==> config.mk <==
export PLATFORM = sky130hd
export DESIGN_NAME = bfx_controller
export DESIGN_NICKNAME = d
export VERILOG_FILES = /design/src/hw/rtl/bfx_pkg.sv /design/src/hw/rtl/bfx_controller.sv
export SDC_FILE = /design/constraint.sdc
export NUM_CORES = 1
export LEC_CHECK = 0
export CAP_MARGIN = 20
export CORE_AREA = 2 2 39 41
export DETAILED_ROUTE_END_ITERATION = 7
export DIE_AREA = 0 0 41 43
export DONT_BUFFER_PORTS = 1
export PLACE_DENSITY = 0.5
export SLEW_MARGIN = 5
export SYNTH_ARGS = -nofsm -noshare
export SYNTH_HDL_FRONTEND = slang
export SYNTH_SLANG_ARGS = --single-unit
==> constraint.sdc <==
create_clock -name clk -period 1.7 [get_ports clk]
set_input_delay 0.17 -clock clk [delete_from_list [all_inputs] [get_ports clk]]
set_output_delay 0.17 -clock clk [all_outputs]
set_load 0.05 [all_outputs]
==> src/hw/rtl/bfx_pkg.sv <==
// Shared constants, command codes and controller/datapath interface types.
`default_nettype none

package bfx_pkg;

    // Store sizes
    localparam int PROG_DEPTH = 4096;
    localparam int TAPE_DEPTH = 1024;

    // Derived index and position widths
    localparam int PA_W = $clog2(PROG_DEPTH);
    localparam int TA_W = $clog2(TAPE_DEPTH);
    localparam int PC_W = $clog2(PROG_DEPTH + 1);

    // Fixed port field widths
    localparam int LEN_W      = 13;
    localparam int POS_W      = 13;
    localparam int HEAD_W     = 10;
    localparam int CELL_W     = 8;
    localparam int KIND_W     = 2;
    localparam int ADDR_W     = 12;
    localparam int ST_W       = 2;
    localparam int CFG_IDX_W  = 1;
    localparam int CFG_DATA_W = 13;

    // Item kinds
    localparam logic [KIND_W-1:0] KIND_LOAD    = 2'd0;
    localparam logic [KIND_W-1:0] KIND_RESTART = 2'd1;
    localparam logic [KIND_W-1:0] KIND_EXEC    = 2'd2;

    // Status codes
    localparam logic [ST_W-1:0] ST_OK      = 2'd0;
    localparam logic [ST_W-1:0] ST_UNDER   = 2'd1;
    localparam logic [ST_W-1:0] ST_OVER    = 2'd2;
    localparam logic [ST_W-1:0] ST_BRACKET = 2'd3;

    // Configuration register indexes
    localparam logic [CFG_IDX_W-1:0] CFG_PROG_LEN  = 1'd0;
    localparam logic [CFG_IDX_W-1:0] CFG_CELL_INIT = 1'd1;

    // Command characters
    localparam logic [CELL_W-1:0] CH_PLUS  = 8'h2B;
    localparam logic [CELL_W-1:0] CH_COMMA = 8'h2C;
    localparam logic [CELL_W-1:0] CH_MINUS = 8'h2D;
    localparam logic [CELL_W-1:0] CH_DOT   = 8'h2E;
    localparam logic [CELL_W-1:0] CH_LEFT  = 8'h3C;
    localparam logic [CELL_W-1:0] CH_RIGHT = 8'h3E;
    localparam logic [CELL_W-1:0] CH_OPEN  = 8'h5B;
    localparam logic [CELL_W-1:0] CH_CLOSE = 8'h5D;

    // Controller to datapath commands
    typedef struct packed {
        logic capture;
        logic prog_wr;
        logic restart;
        logic fill_step;
        logic exec;
        logic cell_load;
        logic sel_scan;
        logic scan_step;
        logic scan_fail;
        logic load_result;
    } bfx_cmd_t;

    // Datapath to controller status
    typedef struct packed {
        logic [KIND_W-1:0] kind;
        logic              done;
        logic              need_scan;
        logic              need_cell;
        logic              scan_out;
        logic              scan_hit;
        logic              fill_last;
        logic              res_free;
    } bfx_stat_t;

endpackage

`default_nettype wire

==> src/hw/rtl/bfx_controller.sv <==
// Controller: state machine sequencing load, restart fill, execute and bracket scan.
`default_nettype none

module bfx_controller
    import bfx_pkg::*;
(
    input  wire logic      clk,
    input  wire logic      rst_n,
    input  wire logic      in_valid,
    output logic           in_ready,
    input  wire bfx_stat_t stat,
    output bfx_cmd_t       cmd
);

    localparam logic [2:0] S_FILL     = 3'd0;
    localparam logic [2:0] S_IDLE     = 3'd1;
    localparam logic [2:0] S_FETCH    = 3'd2;
    localparam logic [2:0] S_DECODE   = 3'd3;
    localparam logic [2:0] S_CELL     = 3'd4;
    localparam logic [2:0] S_SCAN_RD  = 3'd5;
    localparam logic [2:0] S_SCAN_CHK = 3'd6;
    localparam logic [2:0] S_FINISH   = 3'd7;

    logic [2:0] state_reg;
    logic [2:0] state_next;
    logic       fill_res_reg;
    logic       fill_res_next;

    // Next state and commands
    always_comb
    begin
        cmd           = '0;
        state_next    = state_reg;
        fill_res_next = fill_res_reg;
        in_ready      = (state_reg == S_IDLE);
        unique case (state_reg)
            S_FILL:
            begin
                cmd.fill_step = 1'b1;
                if (stat.fill_last)
                begin
                    state_next    = fill_res_reg ? S_FINISH : S_IDLE;
                    fill_res_next = 1'b0;
                end
            end
            S_IDLE:
            begin
                if (in_valid)
                begin
                    cmd.capture = 1'b1;
                    unique case (stat.kind)
                        KIND_LOAD:
                        begin
                            cmd.prog_wr = 1'b1;
                            state_next  = S_FINISH;
                        end
                        KIND_RESTART:
                        begin
                            cmd.restart   = 1'b1;
                            fill_res_next = 1'b1;
                            state_next    = S_FILL;
                        end
                        KIND_EXEC:
                        begin
                            state_next = stat.done ? S_FINISH : S_FETCH;
                        end
                        default:
                        begin
                            state_next = S_FINISH;
                        end
                    endcase
                end
            end
            S_FETCH:
            begin
                state_next = S_DECODE;
            end
            S_DECODE:
            begin
                cmd.exec = 1'b1;
                if (stat.need_scan)
                    state_next = S_SCAN_RD;
                else if (stat.need_cell)
                    state_next = S_CELL;
                else
                    state_next = S_FINISH;
            end
            S_CELL:
            begin
                cmd.cell_load = 1'b1;
                state_next    = S_FINISH;
            end
            S_SCAN_RD:
            begin
                cmd.sel_scan = 1'b1;
                if (stat.scan_out)
                begin
                    cmd.scan_fail = 1'b1;
                    state_next    = S_FINISH;
                end
                else
                begin
                    state_next = S_SCAN_CHK;
                end
            end
            S_SCAN_CHK:
            begin
                cmd.scan_step = 1'b1;
                state_next    = stat.scan_hit ? S_FINISH : S_SCAN_RD;
            end
            S_FINISH:
            begin
                if (stat.res_free)
                begin
                    cmd.load_result = 1'b1;
                    state_next      = S_IDLE;
                end
            end
            default:
            begin
                state_next = S_IDLE;
            end
        endcase
    end

    // State registers; reset starts the tape clearing sweep
    always_ff @(posedge clk or negedge rst_n)
    begin
        if (!rst_n)
        begin
            state_reg    <= S_FILL;
            fill_res_reg <= 1'b0;
        end
        else
        begin
            state_reg    <= state_next;
            fill_res_reg <= fill_res_next;
        end
    end

endmodule

`default_nettype wire

### After elaboration in Yosys (flattened, before gate mapping)

Index checks and enable logic that the tools add are counted.
Widths: inputs -> output; s select.

* bits in registers: 4
* output and inout bits: 11

* equal/unequal tests: 13
* multiplexer cells: 28
* reduce and logical (&&, ||, !) cells: 5

Operators by type and width (count)
* $mux 3: 8
* $pmux 3 s8: 1
* $mux 1: 15
* $eq 3x3->1 const B: 4
* $eq 3x2->1 const B: 2
* $ne 2x2->1 const B: 3
* $pmux 3 s2: 1
* $mux 2: 2
* $reduce_and 4->1: 1
* $eq 3x1->1 const B: 1
* $logic_not 3->1: 1
* $reduce_and 3->1: 1
* $eq 2x1->1 const B: 1
* $eq 2x2->1 const B: 1
* $logic_not 2->1: 1
* $ne 2x1->1 const B: 1
* $pmux 1 s2: 1
* $reduce_bool 2->1: 1

### Depth between registers and ports, before layout

Gate-level depths: netlist (run 1).

* depth after elaboration: 4
* mapped depth: 4
* depth with buffers taken out: 3

### Least setup slack after synthesis (run 1)

Ideal clock, no wire load.

* path type: reg-to-output
* start: register state_reg[1]
* end: output port cmd[8] (netlist name)
* data arrival time: 2.782 ns
* slack: -1.252 ns
* cell stages (with the launch flop): 3
* buffers on the path: 0
* cell sequence: dfrtp_1 -> nor3b_2 -> nor4bb_1

RTL lines
* from (decl): line bfx_controller.sv:24 `logic [2:0] state_reg;`
* from (signal assigned): line bfx_controller.sv:136 `state_reg <= state_next;`
* to (decl): line bfx_controller.sv:12 `output bfx_cmd_t cmd`

==> results of run 1 <==
-- repair_timing --
action                                  in CTS  in global routing
setup buffers                                0                  2
hold buffers                                 1                  0
gates resized for setup                      1                  1
pin swaps                                    0                  1
hold endpoints to repair                     4                  0
endpoints found under the setup margin       1                  1
-- stage by stage --
stage               instance area (sq um)  setup TNS [ns]  worst slack [ns]  hold WS, ns
floorplan                             437          -0.223            -0.214       -0.126
global placement                      531               0             0.296       -0.126
detailed placement                    531               0             0.249       -0.126
CTS                                   568               0            0.0116       0.0757
global route                          584               0           0.00216       0.0926
finish                                584               0            0.0628       0.0770
-- area by class of cell --
type / count / area [sq um] / share of cell area (%)
inverter: 3 / 11.3 / 1.93
timing repair buffer: 14 / 120 / 20.6
sequential: 4 / 104 / 17.8
multi-input combinational: 38 / 303 / 51.8
clock buffer: 4 / 26.3 / 4.50
tap: 16 / 20.0 / 3.43
-- worst register-to-register path, cell delays in order, from the launching register on --
cell      delay, ns
dfrtp_2        0.47
nor3b_4        0.29
and4b_4        0.41
nand2b_1       0.14
-- power by group --
group	switching, W	internal [W]	leakage [nW]
Clock	0.0000465	0.0000885	0.0150
Combinational	0.000536	0.000348	0.187
Sequential	0.0000790	0.000151	0.0438
-- final timing paths --
check | slack, ns | endpoint
worst min-delay path | 0.08 | state_reg[0]
worst max-delay path | 0.06 | cmd[8]
worst max register to register | 0.33 | fill_res_reg
max in group asynchronous | 1.31 | state_reg[0]
min in group asynchronous | 0.19 | state_reg[2]
worst min register to register | 0.52 | fill_res_reg
-- logic make-up after synthesis --
logic type | share of synthesized area [%]
AO/OA/AOI/OAI | 23.7
buffers and inverters | 8.33
flip-flops | 25.6
AND/OR/NAND/NOR | 42.3
-- per-layer routing --
layer  global-route usage (%)  up-vias  wire length [um]
met5                        0        -                 0
met4                     10.0        0                25
met3                     3.14        3                72
met2                     22.5       18               571
met1                     15.1      199               416
li1                         -      210                 -
-- cells in the mapped netlist (all sizes together), types with 2 or more instances --
cell type	number	area (sq um)
nor2	3	11.3
o21ai	3	15.0
nand2	4	15.0
nand2b	4	25.0
nand3	3	15.0
and2	2	12.5
buf	3	21.3
inv	3	11.3
nor3b	2	25.0
nor3	2	10.0
dfrtp	4	100
nor2b	2	12.5
==> metrics.txt, run 1 <==
Die H between 40 and 50 um; root buf cell clkbuf_4; CTS buffer count 3; H-tree depth 1; Worst Hold Class input port to flop; CP Class flop to primary output; Pleak between 0.2 and 0.25 nW; Reg2Reg Launch Point state_reg[2]; most frequent cells in the layout buf_4 (12), nand2_1 (4), nand2b_1 (4); Initial Utilization between 20% and 30%; CP arrival about 1.5 ns; clk_lat worst skew about 0.25 ns; Max VDD drop about 0.00087 V; Worst setup startpoint state_reg[2]; Final Setup Violations 0; number of filler cells placed in the layout around 160; Cells after Synth 48; layout cells sized above 1 between 40% and 50%; Pre-antenna DRT Iters 2; DP HPWL between 700 and 800 um; Final Hold Viols 0; overall via count from detail_route 430; placed insts between 70 and 80; Post-synth ARST share between 90% and 100%; Global Route Usage Sum around 14%; clk buf depth 2; P per Cell Area about 2100 nW/um^2; critical-path cell list nor3b_4, nor4bb_4, buf_12; EDFF count, synth 0; CTS Sinks 4; crit path max fanout 8; vias in the first global route 422; outcome finished, final reports clean; RSZ-0062 raised after global routing no; synthesized area per cell 8.13 sq um; Routed Antenna Nets 0; commonest non-fill, non-tap cell in the layout buf_4; Nets 76; post-layout util 42.2%; Buf+Inv Stages, Crit Path 1; diode count 0; final setup skew 0.00968 ns; core area between 1000 and 1500 sq um; first-pass GRT wire length approximately 1600 um; I/O pins 23; DR iter-0 viols 4; Crit. End Element primary output; routed length per instance 13.7 um; crit-path max cell delay 0.47 ns; Die W roughly 40 um; synth warn 0; row count 14; Post-synth top flop dfrtp_1; worst-margin pin slew 0.470 ns; Power, Total between 0.001 and 0.0015 W; clock slew at reported path FFs roughly 0.040 ns; Max Slew Vio Count 0; CP top delay family simple AND/OR/NAND/NOR gates; Max Cap Viol 0; Reg2Reg Depth 3; Final Non-Filler Cells 79; final wirelength ~1100 um; Yosys cell types 28; DR vias/cell approximately 5.4; post-synthesis sequential element count 4; total congestion overflow 0; fin crit period roughly 1.6 ns; die area approximately 1800 sq um; WP depth 3; Placer Congestion approximately 0.68; worst hold path depth 2; port bufs 0; initial antenna violation count 0; fin crit share 96.3%; Critical Path RT approximately 1.5 ns; synthesized net count 60; Slowest-stage cell, CP dfrtp_2; relative max-transition margin about two thirds; Largest register FFs 3; Syn-to-layout area delta 49.7%; drt drc 0; CTS tree yes; largest net degree at the start of global routing 14; area of the mapped netlist ~390 sq um; FMAX just over 600 MHz; crit path launch type flop; post-synthesis sequential area ratio roughly a quarter; Hold Path Origin stat[1]
Power figures use the tool's default switching activity.
==> run 2, diff against run 1 <==
==> constraint.sdc (replaced) <==
create_clock -name clk -period 1.7 [get_ports clk]
set_input_delay 0.17 -clock clk [delete_from_list [all_inputs] [get_ports clk]]
set_output_delay 0.17 -clock clk [all_outputs]
set_load 0.01 [all_outputs]
==> metrics.txt, run 2 (synthesis gave the netlist of run 1 again) <==
outcome finished, final reports clean (unchanged); drt drc 0 (unchanged); Switching Share 46.9% (was 53.0%); DR vias/cell 5.56 (was 5.44); Max Slew Vio Count 0 (unchanged); Sequential Power Share 28.6% (was 18.4%); core area 1380 sq um (unchanged); H-tree depth 1 (unchanged); die area 1760 sq um (unchanged); CTS tree yes (unchanged); Final Hold Viols 0 (unchanged); Buf+Inv Stages, Crit Path 1 (unchanged); root buf cell clkbuf_4 (unchanged); GR peak layer met2 (unchanged); Slowest-stage cell, CP dfrtp_2 (unchanged); clock power share 14.1% (was 10.8%); fin crit share 94.2% (was 96.3%); Critical Path RT 1.53 ns (about the same); CTS Sinks 4 (unchanged); crit-path max cell delay 0.49 ns (was 0.47 ns); Sw Pwr 0.000391 W (was 0.000661 W); FMAX 624 MHz (was 611 MHz); Post-CTS Setup Bufs 0 (unchanged); CP Class flop to primary output (unchanged); Post-Place Worst Slack 0.257 ns (was 0.249 ns); Placer Congestion 0.795 (was 0.682); Routed Antenna Nets 0 (unchanged); Largest register FFs 3 (unchanged); Nets 68 (was 76); P_int 0.000443 W (was 0.000587 W); Die H 43 um (unchanged); M2 GR Usage 18.1% (was 22.5%); largest net degree at the start of global routing 13 (was 14); CTS buffer count 3 (unchanged); total congestion overflow 0 (unchanged); Worst Hold Class input port to flop (unchanged); final setup margin 0.0983 ns (was 0.0628 ns); Max Cap Viol 0 (unchanged); met1 Usage GRT 16.5% (was 15.1%); clk buf depth 2 (unchanged); Comb pwr share 57.3% (was 70.8%); layout cells sized above 1 22.2% (was 44.4%); final setup skew 0.00471 ns (was 0.00968 ns); Syn-to-layout area delta 19.6% (was 49.7%); Max VDD drop 0.000750 V (was 0.000870 V); port bufs 0 (unchanged); Crit. End Element primary output (unchanged); placed insts 66 (was 72); clock slew at reported path FFs 0.04 ns (about the same); CP arrival 1.43 ns (was 1.47 ns); Pleak 0.189 nW (was 0.246 nW); worst-margin pin slew 0.453 ns (was 0.470 ns); initial antenna violation count 0 (unchanged); P per Cell Area 1790 nW/um^2 (was 2140 nW/um^2); row count 14 (unchanged); fin crit period 1.60 ns (was 1.64 ns); crit path max fanout 12 (was 8); routed length per instance 14.3 um (was 13.7 um); relative max-transition margin 69.7% (was 68.6%); I/O pins 23 (unchanged); Global Route Usage Sum 13.4% (was 14.0%); Final Non-Filler Cells 70 (was 79); Pre-antenna DRT Iters 4 (was 2); final wirelength 1000 um (was 1090 um); RSZ-0062 raised after global routing yes (was no); Initial Utilization 28.2% (unchanged); crit path launch type flop (unchanged); met3 usage 7.85% (was 3.14%); post-layout util 33.7% (was 42.2%); overall via count from detail_route 389 (was 430); first-pass GRT wire length 1500 um (was 1640 um); most frequent cells in the layout buf_4 (5), nand2_1 (4), nand2b_1 (4) (was buf_4 (12), nand2_1 (4), nand2b_1 (4)); Final Setup Violations 0 (unchanged); clk_lat worst skew 0.24 ns (was 0.25 ns); DR iter-0 viols 9 (was 4); DP HPWL 753 um (was 796 um); Die W 41 um (unchanged); diode count 0 (unchanged); vias in the first global route 355 (was 422); commonest non-fill, non-tap cell in the layout buf_4 (unchanged); CP top delay family simple AND/OR/NAND/NOR gates (unchanged); critical-path cell list nor3b_4, nor4bb_1, buf_4 (was nor3b_4, nor4bb_4, buf_12)
==> run 2: changes by cell type in the layout (fill, tap and decap cells not counted), moves of 2 or more <==
cell,previous run,this run
buf_4,12,5
nor3_2,2,0
dfrtp_2,3,1
nor3_1,0,2
dfrtp_1,1,3
and2_1,0,2
==> run 2: path summary, 6_finish.rpt <==
path | from | endpoint | cells after the start | slack (ns)
setup / recovery | state_reg[2] | cmd[8] | 3 | 0.1
hold / removal | stat[1] | state_reg[0] | 2 | 0.09
setup reg to reg | state_reg[1] | state_reg[2] | 3 | 0.35
hold reg to reg | fill_res_reg | fill_res_reg | 2 | 0.53
max in group asynchronous | rst_n | state_reg[2] | 1 | 1.31
min in group asynchronous | rst_n | state_reg[0] | 1 | 0.20
==> run 2: power groups by stage <==
stage	Sequential (W)	Clock [W]	Combinational, W
4_1_cts	0.000223	0.000120	0.000470
6_report	0.000239	0.000118	0.000478
3_5_place_dp	0.000226	0	0.000465
3_3_place_gp	0.000227	0	0.000465
2_1_floorplan	0.000184	0	0.000400
5_1_grt	0.000247	0.000134	0.000534
==> run 2: layer usage <==
layer / wire length, um / share of wire (%)
met1: 431 / 43
met3: 71 / 7.1
met2: 499 / 50
met4: 0 / 0
met5: 0 / 0
==> run 2: cell type report <==
cell class / instances / area (sq um)
Timing Repair Buffer: 6 / 47.5
Clock buffer: 3 / 22.5
Inverter: 3 / 11.3
Multi-Input combinational cell: 38 / 264
Sequential cell: 4 / 101
Fill cell: 153 / 917
Tap cell: 16 / 20.0
==> run 2: metrics by stage <==
stage | hold WS, ns | cell area (sq um) | total power (W) | setup TNS (ns)
after detailed placement | -0.125 | 427 | 0.000690 | 0
after CTS | 0.0891 | 459 | 0.000813 | 0
after global placement | -0.126 | 427 | 0.000692 | 0
after global routing | 0.0883 | 467 | 0.000915 | -0.00852
after floorplan | -0.126 | 390 | 0.000584 | 0
final | 0.0924 | 467 | 0.000834 | 0
==> run 2: timing repair <==
item,4_1_cts,5_1_grt
resized for setup,0,2
endpoints found under the setup margin,0,3
hold endpoints to repair,4,0
hold buffers,1,0
